### config.mk
export PLATFORM = sky130hd
export DESIGN_NAME = console_link_output_framer_core_flat
export DESIGN_NICKNAME = d
export VERILOG_FILES = /design/src/sv/clfr_pkg.sv /design/src/sv/clfr_if.sv /design/src/sv/clfr_core.sv /design/src/sv/clfr_out_stage.sv /design/src/sv/console_link_output_framer_core.sv /design/src/flat_wrapper.sv
export VERILOG_INCLUDE_DIRS = /design/src /design/src/sv
export SDC_FILE = /design/constraint.sdc
export NUM_CORES = 1
export LEC_CHECK = 0
export ABC_AREA = 1
export BUFFER_PORTS_ARGS = -buffer_cell sky130_fd_sc_hd__buf_2
export CAP_MARGIN = 5
export CORE_UTILIZATION = 40
export DETAILED_ROUTE_END_ITERATION = 7
export GPL_TIMING_DRIVEN = 1
export PLACE_DENSITY = 0.7
export SLEW_MARGIN = 40
export SYNTH_ARGS = -nofsm -noshare
export SYNTH_HDL_FRONTEND = slang
export SYNTH_SLANG_ARGS = --single-unit
### constraint.sdc
create_clock -name clk -period 2.5 [get_ports clk]
set_input_delay 0.25 -clock clk [delete_from_list [all_inputs] [get_ports clk]]
set_output_delay 0.25 -clock clk [all_outputs]
set_load 0.02 [all_outputs]
### src/sv/console_link_output_framer_core_defines.svh
// Assertion macros shared by the framer modules.
// Each macro expects signals named clk and rst_n in the enclosing module.
`ifndef CONSOLE_LINK_OUTPUT_FRAMER_CORE_DEFINES_SVH
`define CONSOLE_LINK_OUTPUT_FRAMER_CORE_DEFINES_SVH

// Condition that must hold at every clock edge outside reset.
`define CLFR_ASSERT(label, expr, msg) \
  label: assert property (@(posedge clk) disable iff (!rst_n) (expr)) else $error(msg);

// Same-cycle implication.
`define CLFR_ASSERT_IMPL(label, ante, cons, msg) \
  label: assert property (@(posedge clk) disable iff (!rst_n) (ante) |-> (cons)) \
    else $error(msg);

// Next-cycle implication.
`define CLFR_ASSERT_NEXT(label, ante, cons, msg) \
  label: assert property (@(posedge clk) disable iff (!rst_n) (ante) |=> (cons)) \
    else $error(msg);

`endif

### src/sv/clfr_pkg.sv
package clfr_pkg;

  localparam int CharW  = 7;
  localparam int DelayW = 20;
  localparam int PrioW  = 3;

  localparam logic [CharW-1:0]  CHAR_MASK       = 7'o177;
  localparam logic [CharW-1:0]  PORT_MASK       = 7'o147;
  localparam logic [CharW-1:0]  PORT_MATCH      = 7'o140;
  localparam logic [7:0]        READY_BIT       = 8'o100;
  localparam logic [7:0]        REQ_BASE        = 8'o200;
  localparam int                INIT_BIT_POS    = 7;
  localparam logic [DelayW-1:0] DELAY_RESET     = 20'd1000;

  localparam logic [CharW-1:0]  START_CHAR      = 7'd1;
  localparam logic [CharW-1:0]  STATUS_CHAR     = 7'd0;
  localparam logic [CharW-1:0]  TEXT_START_CHAR = 7'd2;
  localparam logic [CharW-1:0]  TEXT_END_CHAR   = 7'd3;

  typedef enum logic [2:0] {
    KIND_CLEAR      = 3'd0,
    KIND_COND_SET   = 3'd1,
    KIND_DATA_CLEAR = 3'd2,
    KIND_DATA_SET   = 3'd3,
    KIND_STATUS_RD  = 3'd4,
    KIND_TICK       = 3'd5
  } kind_t;

  typedef enum logic [5:0] {
    PH_START     = 6'b000001,
    PH_PORT      = 6'b000010,
    PH_STATUS    = 6'b000100,
    PH_TEXTSTART = 6'b001000,
    PH_TEXT      = 6'b010000,
    PH_CHECKSUM  = 6'b100000
  } phase_t;

  typedef struct packed {
    logic [7:0]       read_data;
    logic [CharW-1:0] int_request;
    logic             text_valid;
    logic [CharW-1:0] text_char;
    logic [2:0]       text_port;
    logic             checksum_error;
    logic [CharW-1:0] checksum_value;
  } result_t;

endpackage

### src/sv/clfr_if.sv
interface clfr_in_if;
  logic       valid;
  logic       ready;
  logic [2:0] kind;
  logic [7:0] bus_data;

  modport source (output valid, output kind, output bus_data, input ready);
  modport sink   (input valid, input kind, input bus_data, output ready);
endinterface

interface clfr_out_if;
  logic       valid;
  logic       ready;
  logic [7:0] read_data;
  logic [6:0] int_request;
  logic       text_valid;
  logic [6:0] text_char;
  logic [2:0] text_port;
  logic       checksum_error;
  logic [6:0] checksum_value;

  modport source (output valid, output read_data, output int_request, output text_valid,
                  output text_char, output text_port, output checksum_error,
                  output checksum_value, input ready);
  modport sink   (input valid, input read_data, input int_request, input text_valid,
                  input text_char, input text_port, input checksum_error,
                  input checksum_value, output ready);
endinterface

interface clfr_cfg_if;
  logic        valid;
  logic        ready;
  logic [19:0] char_delay;

  modport source (output valid, output char_delay, input ready);
  modport sink   (input valid, input char_delay, output ready);
endinterface

### src/sv/clfr_core.sv
`include "console_link_output_framer_core_defines.svh"

module clfr_core (
  input  logic                          clk,
  input  logic                          rst_n,
  input  logic                          item_valid,
  input  logic [2:0]                    item_kind,
  input  logic [7:0]                    item_data,
  input  logic                          cfg_we,
  input  logic [clfr_pkg::DelayW-1:0]   cfg_data,
  output clfr_pkg::result_t             result
);
  import clfr_pkg::*;

  logic [DelayW-1:0] char_delay_r;
  logic [PrioW-1:0]  prio_r, prio_nxt;
  logic              ready_r, ready_nxt;
  logic              busy_r, busy_nxt;
  logic [CharW-1:0]  hold_r, hold_nxt;
  logic [CharW-1:0]  xor_r, xor_nxt;
  logic [2:0]        port_r, port_nxt;
  phase_t            phase_r, phase_nxt;
  logic [DelayW-1:0] delay_r, delay_nxt;
  kind_t             kind;

  assign kind = kind_t'(item_kind);

  always_comb begin
    logic [CharW-1:0] merged;
    logic [CharW-1:0] rotated;
    logic [7:0]       req_full;
    merged   = hold_r | (item_data[CharW-1:0] ^ CHAR_MASK);
    rotated  = {merged[CharW-2:0], merged[CharW-1]};
    prio_nxt  = prio_r;
    ready_nxt = ready_r;
    busy_nxt  = busy_r;
    hold_nxt  = hold_r;
    xor_nxt   = xor_r;
    port_nxt  = port_r;
    phase_nxt = phase_r;
    delay_nxt = delay_r;
    result    = '0;

    if (item_valid) begin
      unique case (kind)
        KIND_CLEAR: begin
          prio_nxt  = '0;
          ready_nxt = 1'b0;
          busy_nxt  = 1'b0;
          hold_nxt  = '0;
          phase_nxt = PH_START;
        end
        KIND_COND_SET: begin
          prio_nxt = prio_r | item_data[PrioW-1:0];
          if (item_data[INIT_BIT_POS]) begin
            busy_nxt  = 1'b0;
            ready_nxt = 1'b1;
          end
        end
        KIND_DATA_CLEAR: begin
          hold_nxt  = '0;
          ready_nxt = 1'b0;
          busy_nxt  = 1'b1;
        end
        KIND_DATA_SET: begin
          hold_nxt  = rotated;
          xor_nxt   = xor_r ^ rotated;
          delay_nxt = char_delay_r;
        end
        KIND_STATUS_RD: begin
          result.read_data = {5'd0, prio_r} | (ready_r ? READY_BIT : 8'd0);
        end
        KIND_TICK: begin
          if (delay_r != '0) begin
            delay_nxt = delay_r - 1'b1;
          end else if (busy_r) begin
            // The held character advances the frame parser, keeps it in its phase, or sends it back to the start phase.
            unique case (phase_r)
              PH_START: begin
                if (hold_r == START_CHAR) begin
                  phase_nxt = PH_PORT;
                  xor_nxt   = '0;
                end
              end
              PH_PORT: begin
                if ((hold_r & PORT_MASK) == PORT_MATCH) begin
                  phase_nxt = PH_STATUS;
                  port_nxt  = hold_r[5:3];
                end else begin
                  phase_nxt = PH_START;
                end
              end
              PH_STATUS: begin
                phase_nxt = (hold_r == STATUS_CHAR) ? PH_TEXTSTART : PH_START;
              end
              PH_TEXTSTART: begin
                if (hold_r == TEXT_START_CHAR) begin
                  phase_nxt = PH_TEXT;
                end
              end
              PH_TEXT: begin
                if (hold_r == TEXT_END_CHAR) begin
                  phase_nxt = PH_CHECKSUM;
                end else begin
                  result.text_valid = 1'b1;
                  result.text_char  = hold_r;
                  result.text_port  = port_r;
                end
              end
              PH_CHECKSUM: begin
                result.checksum_error = (xor_r != '0);
                result.checksum_value = xor_r;
                phase_nxt             = PH_START;
              end
              default: begin
                phase_nxt = PH_START;
              end
            endcase
            ready_nxt = 1'b1;
            busy_nxt  = 1'b0;
          end
        end
        default: begin
        end
      endcase
    end

    req_full = REQ_BASE >> prio_nxt;
    if (ready_nxt && prio_nxt != '0) begin
      result.int_request = req_full[CharW-1:0];
    end
  end

  always_ff @(posedge clk) begin
    if (!rst_n) begin
      char_delay_r <= DELAY_RESET;
      prio_r       <= '0;
      ready_r      <= 1'b0;
      busy_r       <= 1'b0;
      hold_r       <= '0;
      xor_r        <= '0;
      port_r       <= '0;
      phase_r      <= PH_START;
      delay_r      <= '0;
    end else begin
      if (cfg_we) begin
        char_delay_r <= cfg_data;
      end
      prio_r  <= prio_nxt;
      ready_r <= ready_nxt;
      busy_r  <= busy_nxt;
      hold_r  <= hold_nxt;
      xor_r   <= xor_nxt;
      port_r  <= port_nxt;
      phase_r <= phase_nxt;
      delay_r <= delay_nxt;
    end
  end

  // Ready and busy are never set together.
  `CLFR_ASSERT(a_ready_busy_excl, !(ready_r && busy_r), "ready and busy both set")
  `CLFR_ASSERT_NEXT(a_delay_load, item_valid && kind == KIND_DATA_SET, delay_r == $past(char_delay_r), "delay not reloaded on data set")
  `CLFR_ASSERT_IMPL(a_text_phase, result.text_valid, phase_r == PH_TEXT && busy_r, "text delivered outside text phase")

endmodule

### src/sv/clfr_out_stage.sv
`include "console_link_output_framer_core_defines.svh"

module clfr_out_stage (
  input  logic              clk,
  input  logic              rst_n,
  input  logic              push,
  input  clfr_pkg::result_t push_data,
  output logic              can_push,
  output logic              out_valid,
  input  logic              rcv_ready,
  output clfr_pkg::result_t out_data
);
  import clfr_pkg::*;

  logic    main_v_r, main_v_nxt;
  logic    skid_v_r, skid_v_nxt;
  result_t main_r, main_nxt;
  result_t skid_r, skid_nxt;

  assign can_push  = !skid_v_r;
  assign out_valid = main_v_r;
  assign out_data  = main_r;

  always_comb begin
    main_v_nxt = main_v_r;
    skid_v_nxt = skid_v_r;
    main_nxt   = main_r;
    skid_nxt   = skid_r;
    if (rcv_ready || !main_v_r) begin
      // Main register is free: the skid entry drains first, it is older.
      if (skid_v_r) begin
        main_nxt   = skid_r;
        main_v_nxt = 1'b1;
        skid_v_nxt = 1'b0;
      end else begin
        main_nxt   = push_data;
        main_v_nxt = push;
      end
    end else if (push) begin
      skid_nxt   = push_data;
      skid_v_nxt = 1'b1;
    end
  end

  always_ff @(posedge clk) begin
    if (!rst_n) begin
      main_v_r <= 1'b0;
      skid_v_r <= 1'b0;
    end else begin
      main_v_r <= main_v_nxt;
      skid_v_r <= skid_v_nxt;
    end
  end

  always_ff @(posedge clk) begin
    main_r <= main_nxt;
    skid_r <= skid_nxt;
  end

  `CLFR_ASSERT(a_skid_behind_main, !skid_v_r || main_v_r, "skid entry held with empty output")
  `CLFR_ASSERT_NEXT(a_push_lands, push && can_push, main_v_r, "accepted transaction lost")
  `CLFR_ASSERT_NEXT(a_skid_drains, skid_v_r && rcv_ready, !skid_v_r && main_r == $past(skid_r), "skid entry not moved forward")

endmodule

### src/sv/console_link_output_framer_core.sv
// Console link output framer.
// Channels: in_chan takes one transaction per item (kind, bus_data); out_chan
// returns exactly one result transaction per accepted item, in order; cfg_chan
// writes the 20-bit character delay and is always ready.
// Each item is applied to the controller state in the cycle it is accepted, and
// its result is registered in the output stage before it shows on out_chan.
// Throughput is one item per clock while in_chan.ready is high, set by the
// state update of the small control registers.
// A two-entry output stage (output register plus skid register) lets the block
// keep accepting while a result waits. If the receiver stalls, one more item is
// taken into the skid register and then in_chan.ready drops until the receiver
// takes a result.
// Reset (rst_n low at a clock edge) empties the output stage, clears all
// controller state and sets the character delay to 1000 ticks.
// Configuration should be written only when no results are outstanding.
module console_link_output_framer_core (
  input logic        clk,
  input logic        rst_n,
  clfr_in_if.sink    in_chan,
  clfr_out_if.source out_chan,
  clfr_cfg_if.sink   cfg_chan
);
  import clfr_pkg::*;

  logic    accept;
  logic    can_push;
  result_t result;
  result_t out_data;

  assign in_chan.ready  = can_push;
  assign accept         = in_chan.valid && can_push;
  assign cfg_chan.ready = 1'b1;

  clfr_core u_core (
    .clk        (clk),
    .rst_n      (rst_n),
    .item_valid (accept),
    .item_kind  (in_chan.kind),
    .item_data  (in_chan.bus_data),
    .cfg_we     (cfg_chan.valid),
    .cfg_data   (cfg_chan.char_delay),
    .result     (result)
  );

  clfr_out_stage u_out (
    .clk       (clk),
    .rst_n     (rst_n),
    .push      (accept),
    .push_data (result),
    .can_push  (can_push),
    .out_valid (out_chan.valid),
    .rcv_ready (out_chan.ready),
    .out_data  (out_data)
  );

  assign out_chan.read_data      = out_data.read_data;
  assign out_chan.int_request    = out_data.int_request;
  assign out_chan.text_valid     = out_data.text_valid;
  assign out_chan.text_char      = out_data.text_char;
  assign out_chan.text_port      = out_data.text_port;
  assign out_chan.checksum_error = out_data.checksum_error;
  assign out_chan.checksum_value = out_data.checksum_value;

endmodule
### src/flat_wrapper.sv
// flat-port wrapper written by rule: the top's interface ports become plain ports
module console_link_output_framer_core_flat import clfr_pkg::*;
  (clk, rst_n, in_chan_valid, in_chan_kind, in_chan_bus_data, in_chan_ready, out_chan_valid, out_chan_read_data, out_chan_int_request, out_chan_text_valid, out_chan_text_char, out_chan_text_port, out_chan_checksum_error, out_chan_checksum_value, out_chan_ready, cfg_chan_valid, cfg_chan_char_delay, cfg_chan_ready);
  clfr_in_if in_chan_i ();
  clfr_out_if out_chan_i ();
  clfr_cfg_if cfg_chan_i ();
  input logic clk;
  input logic rst_n;
  input wire logic [$bits(in_chan_i.valid)-1:0] in_chan_valid;
  input wire logic [$bits(in_chan_i.kind)-1:0] in_chan_kind;
  input wire logic [$bits(in_chan_i.bus_data)-1:0] in_chan_bus_data;
  output wire logic [$bits(in_chan_i.ready)-1:0] in_chan_ready;
  output wire logic [$bits(out_chan_i.valid)-1:0] out_chan_valid;
  output wire logic [$bits(out_chan_i.read_data)-1:0] out_chan_read_data;
  output wire logic [$bits(out_chan_i.int_request)-1:0] out_chan_int_request;
  output wire logic [$bits(out_chan_i.text_valid)-1:0] out_chan_text_valid;
  output wire logic [$bits(out_chan_i.text_char)-1:0] out_chan_text_char;
  output wire logic [$bits(out_chan_i.text_port)-1:0] out_chan_text_port;
  output wire logic [$bits(out_chan_i.checksum_error)-1:0] out_chan_checksum_error;
  output wire logic [$bits(out_chan_i.checksum_value)-1:0] out_chan_checksum_value;
  input wire logic [$bits(out_chan_i.ready)-1:0] out_chan_ready;
  input wire logic [$bits(cfg_chan_i.valid)-1:0] cfg_chan_valid;
  input wire logic [$bits(cfg_chan_i.char_delay)-1:0] cfg_chan_char_delay;
  output wire logic [$bits(cfg_chan_i.ready)-1:0] cfg_chan_ready;
  assign in_chan_i.valid = in_chan_valid;
  assign in_chan_i.kind = in_chan_kind;
  assign in_chan_i.bus_data = in_chan_bus_data;
  assign in_chan_ready = in_chan_i.ready;
  assign out_chan_valid = out_chan_i.valid;
  assign out_chan_read_data = out_chan_i.read_data;
  assign out_chan_int_request = out_chan_i.int_request;
  assign out_chan_text_valid = out_chan_i.text_valid;
  assign out_chan_text_char = out_chan_i.text_char;
  assign out_chan_text_port = out_chan_i.text_port;
  assign out_chan_checksum_error = out_chan_i.checksum_error;
  assign out_chan_checksum_value = out_chan_i.checksum_value;
  assign out_chan_i.ready = out_chan_ready;
  assign cfg_chan_i.valid = cfg_chan_valid;
  assign cfg_chan_i.char_delay = cfg_chan_char_delay;
  assign cfg_chan_ready = cfg_chan_i.ready;
  console_link_output_framer_core u_core (.clk(clk), .rst_n(rst_n), .in_chan(in_chan_i), .out_chan(out_chan_i), .cfg_chan(cfg_chan_i));
endmodule
==> results of run 1 <==
[cells in the final DEF (no fill, tap or decap), types with 9 or more instances in the layout]
cell type,instances
a211oi_1,10
a21o_1,17
a21oi_1,48
buf_2,67
buf_4,9
clkbuf_16,17
dfxtp_1,70
edfxtp_1,60
inv_1,74
nand2_1,138
nand3_1,39
nand4_1,14
nor2_1,89
nor3_1,24
o21ai_0,39
[through the flow]
step	utilization	total power [W]
final	0.487	0.00544
after global routing	0.487	0.00568
after CTS	0.487	0.00548
after detailed placement	0.448	0.00305
after global placement	0.448	0.00304
after floorplan	-	0.00289
[Yosys cell counts (all sizes together), types with 3 or more instances]
cell type / instances / area [sq um]
clkbuf: 16 / 60.1
nor2: 101 / 427
nor3: 26 / 140
dfxtp: 70 / 1400
inv: 81 / 307
nand3: 41 / 215
o21ai: 44 / 231
a211oi: 10 / 75.1
nand3b: 3 / 22.5
a21o: 17 / 128
mux2i: 3 / 30.0
edfxtp: 60 / 1800
o21bai: 6 / 45.0
nand4: 14 / 87.6
xnor2: 4 / 35.0
buf: 16 / 100
nand2: 140 / 536
a21oi: 48 / 240
xor2: 6 / 52.6
or2: 4 / 25.0
o211ai: 5 / 37.5
[worst max path at each step]
stage                        endpoint  cells after the start                startpoint  slack [ps]
6_report       u_core.u_core.xor_r[4]                     11  u_core.u_core.delay_r[0]         480
4_1_cts        u_core.u_core.xor_r[4]                     11  u_core.u_core.delay_r[0]         470
3_5_place_dp   u_core.u_core.xor_r[4]                     11           in_chan_kind[1]         400
2_1_floorplan  u_core.u_out.skid_r[0]                      4    u_core.u_out.out_valid         210
5_1_grt        u_core.u_core.xor_r[4]                     11  u_core.u_core.delay_r[0]         280
3_3_place_gp   u_core.u_core.xor_r[2]                     11           in_chan_kind[1]         450
[cell families after synthesis]
| family | share of synthesized area |
|---|---|
| fa+ha+maj | 0.00410 |
| mux | 0.00492 |
| xor+xnor | 0.0144 |
| flops | 0.525 |
| compound gates | 0.130 |
| buf+inv | 0.0765 |
| simple gates | 0.244 |
| other cells | 0.00123 |
[layout make-up]
cell class              count  share of cell area
repair buffers             76              0.0562
well taps                 184              0.0321
multi-input cells         489               0.341
inverters                  81              0.0428
clock inverters            14              0.0215
flip-flops and latches    130               0.447
clock buffers              17              0.0594
[where the power goes]
group	internal [W]	switching (W)	leakage, nW
Combinational	0.000217	0.000428	1.77
Sequential	0.00231	0.0000510	1.21
Clock	0.00147	0.000961	0.273
Total	0.00400	0.00144	3.25
[flip-flops by register name (all words and copies together) (netlist names)]
register,count
u_core.u_core.hold_r,7
u_core.u_out.out_data,30
u_core.u_core.port_r,3
u_core.u_core.xor_r,7
u_core.u_core.phase_r,6
u_core.u_core.char_delay_r,20
u_core.u_core.busy_r,1
u_core.u_out.out_valid,1
u_core.u_out.skid_v_r,1
u_core.u_core.ready_r,1
u_core.u_core.prio_r,3
u_core.u_out.skid_r,30
u_core.u_core.delay_r,20
[critical path, cell delays in order, from the launching register on]
cell,delay (ps)
dfxtp_1,310
inv_1,110
ha_1,190
nand2_1,60
nor2_1,130
nand3_1,110
nand2_1,140
nand2_1,120
nor2_4,330
nand2_1,110
nand2_1,200
a21oi_1,70
[routing by layer]
layer / vias to the layer above / wire length, microns / track usage
met2: 127 / 5900 / 0.274
met3: 12 / 599 / 0.0479
met4: 0 / 138 / 0.0603
met1: 2216 / 6370 / 0.227
li1: 2560 / - / -
met5: - / 0 / 0
==> results.cfg, run 1 <==
[run_status]
outcome = finished with violations
violations = design-rule violations

[timing]
final_max_slew_viol_count = 0
fin_tns_setup_ps = 0
tightest_slew_ps = 642
grt_setup_unrepaired = no
period_share = 0.809
timing_hold_violations_final = 0
final.min_clock_period_ps = 2020
fin_skew_ps = 7.51
clock.fmax_mhz = 495
slew_headroom = 0.572
hold-worst-slack_ps = 45.9
setup_viol = 0
fin_ws_ps = 478

[placement]
dp_hpwl_microns = 8950
place.gp.congestion = 0.833
io_buffers = 67
place_ws_ps = 399
place_area_sq_um = 6590
dp.cells = 960

[worst_setup_path]
start_kind = register
timing.rr.start = u_core.u_core.delay_r[0]
required_ps = 2800
timing.rr.end = u_core.u_core.xor_r[4]
crit_fanout = 15
crit_type = reg -> reg
cp_data_arrival_time_ps = 2320
rr_worst_depth = 11
setup.worst_path.end_class = register
rrSetupSlack_ps = 480

[global_route]
antenna_found_initial = 0
overflow = 0
first_global_vias = 4579
grt.total_usage = 0.173
grt_max_degree = 37
grt_pass1_wl_microns = 21800

[clock_network]
cts-resized-gates = 0
clk_pin_slew_ps = 60
cts_tree = done
ctsRootBufferMaster = clkbuf_16
htreeDepth = 4
cts_hold_buffers = 0
clkLatencyLatePin_ps = 420
cts_buffer_depth = 2
clkSinkCount = 130
numCtsBuffers = 17
postCtsSetupRepairBufs = 0

[logic_synthesis]
synthFlopType = dfxtp_1
postSynthAreaPerCell_sq_um = 8.37
yosysWarnings = 0
synth_edf_count = 60
ys_types = 45
syn_inst = 729
ys_seq_area_frac = 0.525
async_flop_share = 0
synth-seq-cells = 130
synth_area_sq_um = 6100

[die]
num_rows = 44
die-height_microns = 125
dieArea_sq_um = 15700
core_region_area_sq_um = 14700
initial_core_util = 0.415
die_w_microns = 125
io_pins = 73

[final_layout]
drive_gt1_frac = 0.171
stdcell_count = 991
n_antenna_cell = 0
n_fill_cell = 1388
final-seq-area_sq_um = 3200
area_growth_pct = 17.5
fin_nets = 833
multi_input_area_sq_um = 2440
finish.instance_area_sq_um = 7160

[flow_run]
cap_viol_max_count = 0

[drt]
num_vias = 4915
dr.pass1.iters = 7
wire_per_inst_microns = 13.1
drc = 9
viasPerCell = 4.96
finalWirelength_microns = 13000
ant_nets = 0
drtIter0Drc = 272

[power]
ir_drop_v = 0.000452
powerDensity_nw_per_um2 = 759
leakage_nw = 3.25

[hold_path]
hold_class = in -> reg
holdPathEnd = u_core.u_core.char_delay_r[8]
worst_hold_path.num_cells = 3
hp-start = cfg_chan_char_delay[8]
Power figures use the tool's default switching activity.
==> run 2, diff against run 1 <==
--- a/config.mk
+++ b/config.mk
@@ -12,7 +12,7 @@
 export CORE_UTILIZATION = 40
 export DETAILED_ROUTE_END_ITERATION = 7
 export GPL_TIMING_DRIVEN = 1
-export PLACE_DENSITY = 0.7
+export PLACE_DENSITY = 0.67
 export SLEW_MARGIN = 40
 export SYNTH_ARGS = -nofsm -noshare
 export SYNTH_HDL_FRONTEND = slang
==> constraint.sdc (replaced) <==
create_clock -name clk -period 1.91 [get_ports clk]
set_input_delay 0.191 -clock clk [delete_from_list [all_inputs] [get_ports clk]]
set_output_delay 0.191 -clock clk [all_outputs]
set_load 0.02 [all_outputs]
==> run 2 against run 1 <==
Net effect:
- the run still ends with design-rule violations left
- setup slack lost 370 ps
- wire length grew 2.7%
- hold slack worse by 34 ps
- design area increased by 4.6%
- flip-flop and latch count unchanged
- sequential power rose by 31%
- global-route usage up 0.36 points
- sequential share of layout area shrank 2.0 points
- maximum frequency grew 12%
- die area stayed put
- cell count rose by 3.0%
- count of clock-buffer cells in the layout rose by 4
==> results.cfg, run 2 (same netlist as run 1, synthesis figures left out) <==
[power]
powerDensity_nw_per_um2 = 942
finalPower_w = 0.00706
leakage_nw = 3.39
ir_drop_v = 0.000641

[placement]
place.gp.congestion = 0.840
place_ws_ps = 58.3
dp_hpwl_microns = 9000
io_buffers = 67
place_area_sq_um = 6720
dp.cells = 975

[die]
die-height_microns = 125
io_pins = 73
initial_core_util = 0.415
die_w_microns = 125
num_rows = 44
dieArea_sq_um = 15700
core_region_area_sq_um = 14700

[worst_setup_path]
cp_data_arrival_time_ps = 2100
startpoint = u_core.u_core.delay_r[10]
required_ps = 2210
timing.rr.start = u_core.u_core.delay_r[10]
crit_type = reg -> reg
start_kind = register
setup.worst_path.end_class = register
crit_fanout = 13

[drt]
ant_nets = 0
finalWirelength_microns = 13400
viasPerCell = 4.95
drtIter0Drc = 316
drc = 6
dr.pass1.iters = 8
wire_per_inst_microns = 13.1
num_vias = 5050

[final_layout]
drive_gt1_frac = 0.204
layout_common_cells = nand2_1 (131), nor2_1 (86), inv_1 (73)
fin_nets = 862
stdcell_count = 1021
final_common_cell = nand2_1
finish.instance_area_sq_um = 7490
area_growth_pct = 22.9
n_antenna_cell = 0

[global_route]
overflow = 0
grt_max_degree = 37
grt.total_usage = 0.177
grt_use_met3 = 0.0389
grt-busiest-layer = met2
use_met1 = 0.241
grt_pass1_wl_microns = 22000
grt_use_met2 = 0.271
antenna_found_initial = 0
first_global_vias = 4627

[clock_network]
clkSinkCount = 130
cts_tree = done
clk_pin_slew_ps = 60
cts_buffer_depth = 2
numCtsBuffers = 17
ctsRootBufferMaster = clkbuf_16
clkLatencyLatePin_ps = 420
htreeDepth = 4

[hold_path]
hold_class = in -> reg
hp-start = cfg_chan_char_delay[3]

[timing]
final.min_clock_period_ps = 1800
final_max_slew_viol_count = 0
slew_headroom = 0.563
fin_skew_ps = 8.70
period_share = 0.943
fin_ws_ps = 108
clock.fmax_mhz = 555
timing_hold_violations_final = 0
grt_setup_unrepaired = yes
tightest_slew_ps = 654
setup_viol = 0
hold-worst-slack_ps = 11.5

[flow_run]
cap_viol_max_count = 0

[run_status]
violations = design-rule violations
outcome = finished with violations
-- run 2: report_power, final --
part           internal [W]  switching [W]
Clock               0.00183        0.00121
Combinational      0.000343       0.000585
Sequential          0.00303      0.0000660
Total               0.00520        0.00186
-- run 2: path summary, 6_finish.rpt --
kind | end | slack [ps] | cells past startpoint
min reg2reg | u_core.u_core.char_delay_r[8] | 460 | 2
max reg2reg | u_core.u_out.out_data[1] | 110 | 9
min | u_core.u_core.char_delay_r[3] | 10 | 3
max | u_core.u_out.out_data[1] | 110 | 9
-- run 2: repair_timing --
action                     in CTS  in global routing
hold buffers                   14                  0
buffers inserted                0                  0
gates resized for setup         0                 29
hold endpoints to repair       14                  0
setup endpoints to repair       0                 60
-- run 2: worst max-delay path, cell delays in order (launching register included) --
cell     delay, ps
dfxtp_1        330
nor2_1         120
nand2_1        130
nor2_4         160
nand3_1         90
nor2_1         150
nand2_1        100
buf_4          210
nor3_1         260
a21o_1         120
-- run 2: cell type report --
| cell class | count | area [sq um] |
|---|---|---|
| Fill cell | 1396 | 7210 |
| Inverter | 81 | 309 |
| Timing Repair Buffer | 105 | 676 |
| Clock inverter | 11 | 108 |
| Clock buffer | 21 | 450 |
| Tap cell | 184 | 230 |
| Sequential cell | 130 | 3200 |
| Multi-Input combinational cell | 489 | 2520 |
-- run 2: per-layer routing --
metal,vias up,wire length (microns)
li1,2619,-
met2,119,6030
met5,-,0
met1,2296,6490
met3,16,606
met4,0,229
-- run 2: metrics by stage --
| stage | TNS (ps) | utilization |
|---|---|---|
| 2_1_floorplan | -2050 | - |
| 3_3_place_gp | 0 | 0.457 |
| 3_5_place_dp | 0 | 0.457 |
| 4_1_cts | 0 | 0.504 |
| 5_1_grt | -236 | 0.510 |
| 6_report | 0 | 0.510 |
==> run 3, diff against run 2 <==
--- a/config.mk
+++ b/config.mk
@@ -13,6 +13,7 @@
 export DETAILED_ROUTE_END_ITERATION = 7
 export GPL_TIMING_DRIVEN = 1
 export PLACE_DENSITY = 0.67
+export SETUP_SLACK_MARGIN = 0.3
 export SLEW_MARGIN = 40
 export SYNTH_ARGS = -nofsm -noshare
 export SYNTH_HDL_FRONTEND = slang
==> run 3 against run 2 <==
Net effect:
- the flow still finishes with violations (design-rule violations)
- first-iteration DRC count up 46%
- critical path depth rose by 1
- clock skew rose by 4.2 ps
- utilization rose by 7.7 points
- cell count grew 4.2%
- sequential share of layout area down 5.1 points
- flip-flop and latch count did not move
- die area stayed put
- clock power increased by 5%
==> results.cfg, run 3 (same netlist as run 1, synthesis figures left out) <==
[run_status]
outcome = finished with violations
violations = design-rule violations

[worst_setup_path]
start_kind = register
crit_fanout = 7
crit_type = reg -> reg
rrSetupSlack_ps = 160
required_ps = 2200
setup.worst_path.end_class = register
cp_data_arrival_time_ps = 2040

[power]
powerDensity_nw_per_um2 = 890
p_comb_frac = 0.178
ir_drop_v = 0.000623
leakage_nw = 4.00
p_clk_frac = 0.416
power.switching_w = 0.00213
internal_power_w = 0.00554
finalPower_w = 0.00767
switching_share = 0.278
power_frac_seq = 0.406

[global_route]
grt_pass1_wl_microns = 23800
overflow = 0
grt.total_usage = 0.189
first_global_vias = 4904
antenna_found_initial = 0
grt_max_degree = 37

[drt]
drc = 8
viasPerCell = 5.11
ant_nets = 0
finalWirelength_microns = 15600
wire_per_inst_microns = 14.6
dr.pass1.iters = 7
drtIter0Drc = 461
num_vias = 5434

[clock_network]
numCtsBuffers = 17
clkSinkCount = 130
ctsRootBufferMaster = clkbuf_16
htreeDepth = 4
cts_buffer_depth = 2
clk_pin_slew_ps = 60
cts_tree = done
clkLatencyLatePin_ps = 420

[final_layout]
n_fill_cell = 1189
final-seq-area_sq_um = 3240
fin_util = 0.586
multi_input_area_sq_um = 3120
n_antenna_cell = 0
fin_nets = 905
drive_gt1_frac = 0.380
area_growth_pct = 41.3
final_common_cell = nand2_1
layout_common_cells = nand2_1 (100), inv_1 (70), buf_2 (67)

[timing]
grt_setup_unrepaired = yes
setup_viol = 0
timing_hold_violations_final = 0
hold-worst-slack_ps = 27.0
final_max_slew_viol_count = 0
clock.fmax_mhz = 573
slew_headroom = 0.572
tightest_slew_ps = 642
period_share = 0.915
fin_skew_ps = 12.9
final.min_clock_period_ps = 1750

[placement]
io_buffers = 67
place.gp.congestion = 0.802
dp_hpwl_microns = 9070

[hold_path]
hold_class = in -> reg

[flow_run]
cap_viol_max_count = 0

[die]
initial_core_util = 0.415
core_region_area_sq_um = 14700
io_pins = 73
die_w_microns = 125
dieArea_sq_um = 15700
num_rows = 44
die-height_microns = 125
-- run 3: cell types whose count changed in the layout (fill, tap and decap cells not counted), sizes merged --
cell | before | now
clkinvlp | 2 | 4
clkbuf | 21 | 18
buf | 91 | 130
bufinv | 1 | 2
or2 | 4 | 5
inv | 82 | 85
-- run 3: repair_timing --
item                                   in CTS  in global routing
setup buffers                              19                 17
pin swaps                                  25                 52
endpoints found under the hold margin      14                  0
gates resized for setup                   116                115
hold buffers                               14                  0
setup endpoints to repair                  86                 90
gates cloned                                4                  2
-- run 3: through the flow --
stage          instances  setup slack (ps)  instance area, sq um  setup TNS [ps]
2_1_floorplan        732             -68.3                  6130           -2050
5_1_grt             1064              84.1                  8620               0
4_1_cts             1045               226                  8030               0
3_5_place_dp         976              38.8                  6730               0
6_report            1064               163                  8620               0
3_3_place_gp         976              94.7                  6730               0
-- run 3: worst paths after layout --
kind	cells after the start	to	startpoint
hold reg to reg	2	u_core.u_core.char_delay_r[8]	u_core.u_core.char_delay_r[8]
setup reg to reg	10	u_core.u_out.out_data[3]	u_core.u_core.delay_r[8]
hold / removal	3	u_core.u_core.char_delay_r[13]	cfg_chan_char_delay[13]
setup / recovery	10	u_core.u_out.out_data[3]	u_core.u_core.delay_r[8]
-- run 3: cell type report --
class                      count  area share
clock buffer                  17      0.0494
clock inverter                15      0.0183
inverter                      81      0.0386
multi-input combinational    490       0.362
sequential                   130       0.376
tap                          184      0.0267
timing repair buffer         145       0.126
timing repair inverter         2     0.00232
-- run 3: worst max-delay path, stage by stage (launching register included) --
cell and delay, ps:
dfxtp_4 370, nor2_4 130, nand2_2 80, nor2_4 120
buf_4 120, nand3_2 70, nor2_4 130, nand2_4 120
buf_12 180, nor3b_4 190, a21o_1 100
-- run 3: metal layers --
| metal | vias to the layer above | GRT usage | part of all wire |
|---|---|---|---|
| li1 | 2720 | - | - |
| met1 | 2514 | 0.251 | 0.45 |
| met2 | 170 | 0.298 | 0.49 |
| met3 | 30 | 0.0441 | 0.051 |
| met4 | 0 | 0.0710 | 0.019 |
| met5 | - | 0 | 0 |
-- run 3: power groups by stage --
stage	registers, W	logic, W	clock network, W
floorplan	0.00319	0.000592	0
global placement	0.00315	0.000875	0
detailed placement	0.00315	0.000880	0
CTS	0.00310	0.00111	0.00324
global route	0.00312	0.00148	0.00338
finish	0.00311	0.00137	0.00319
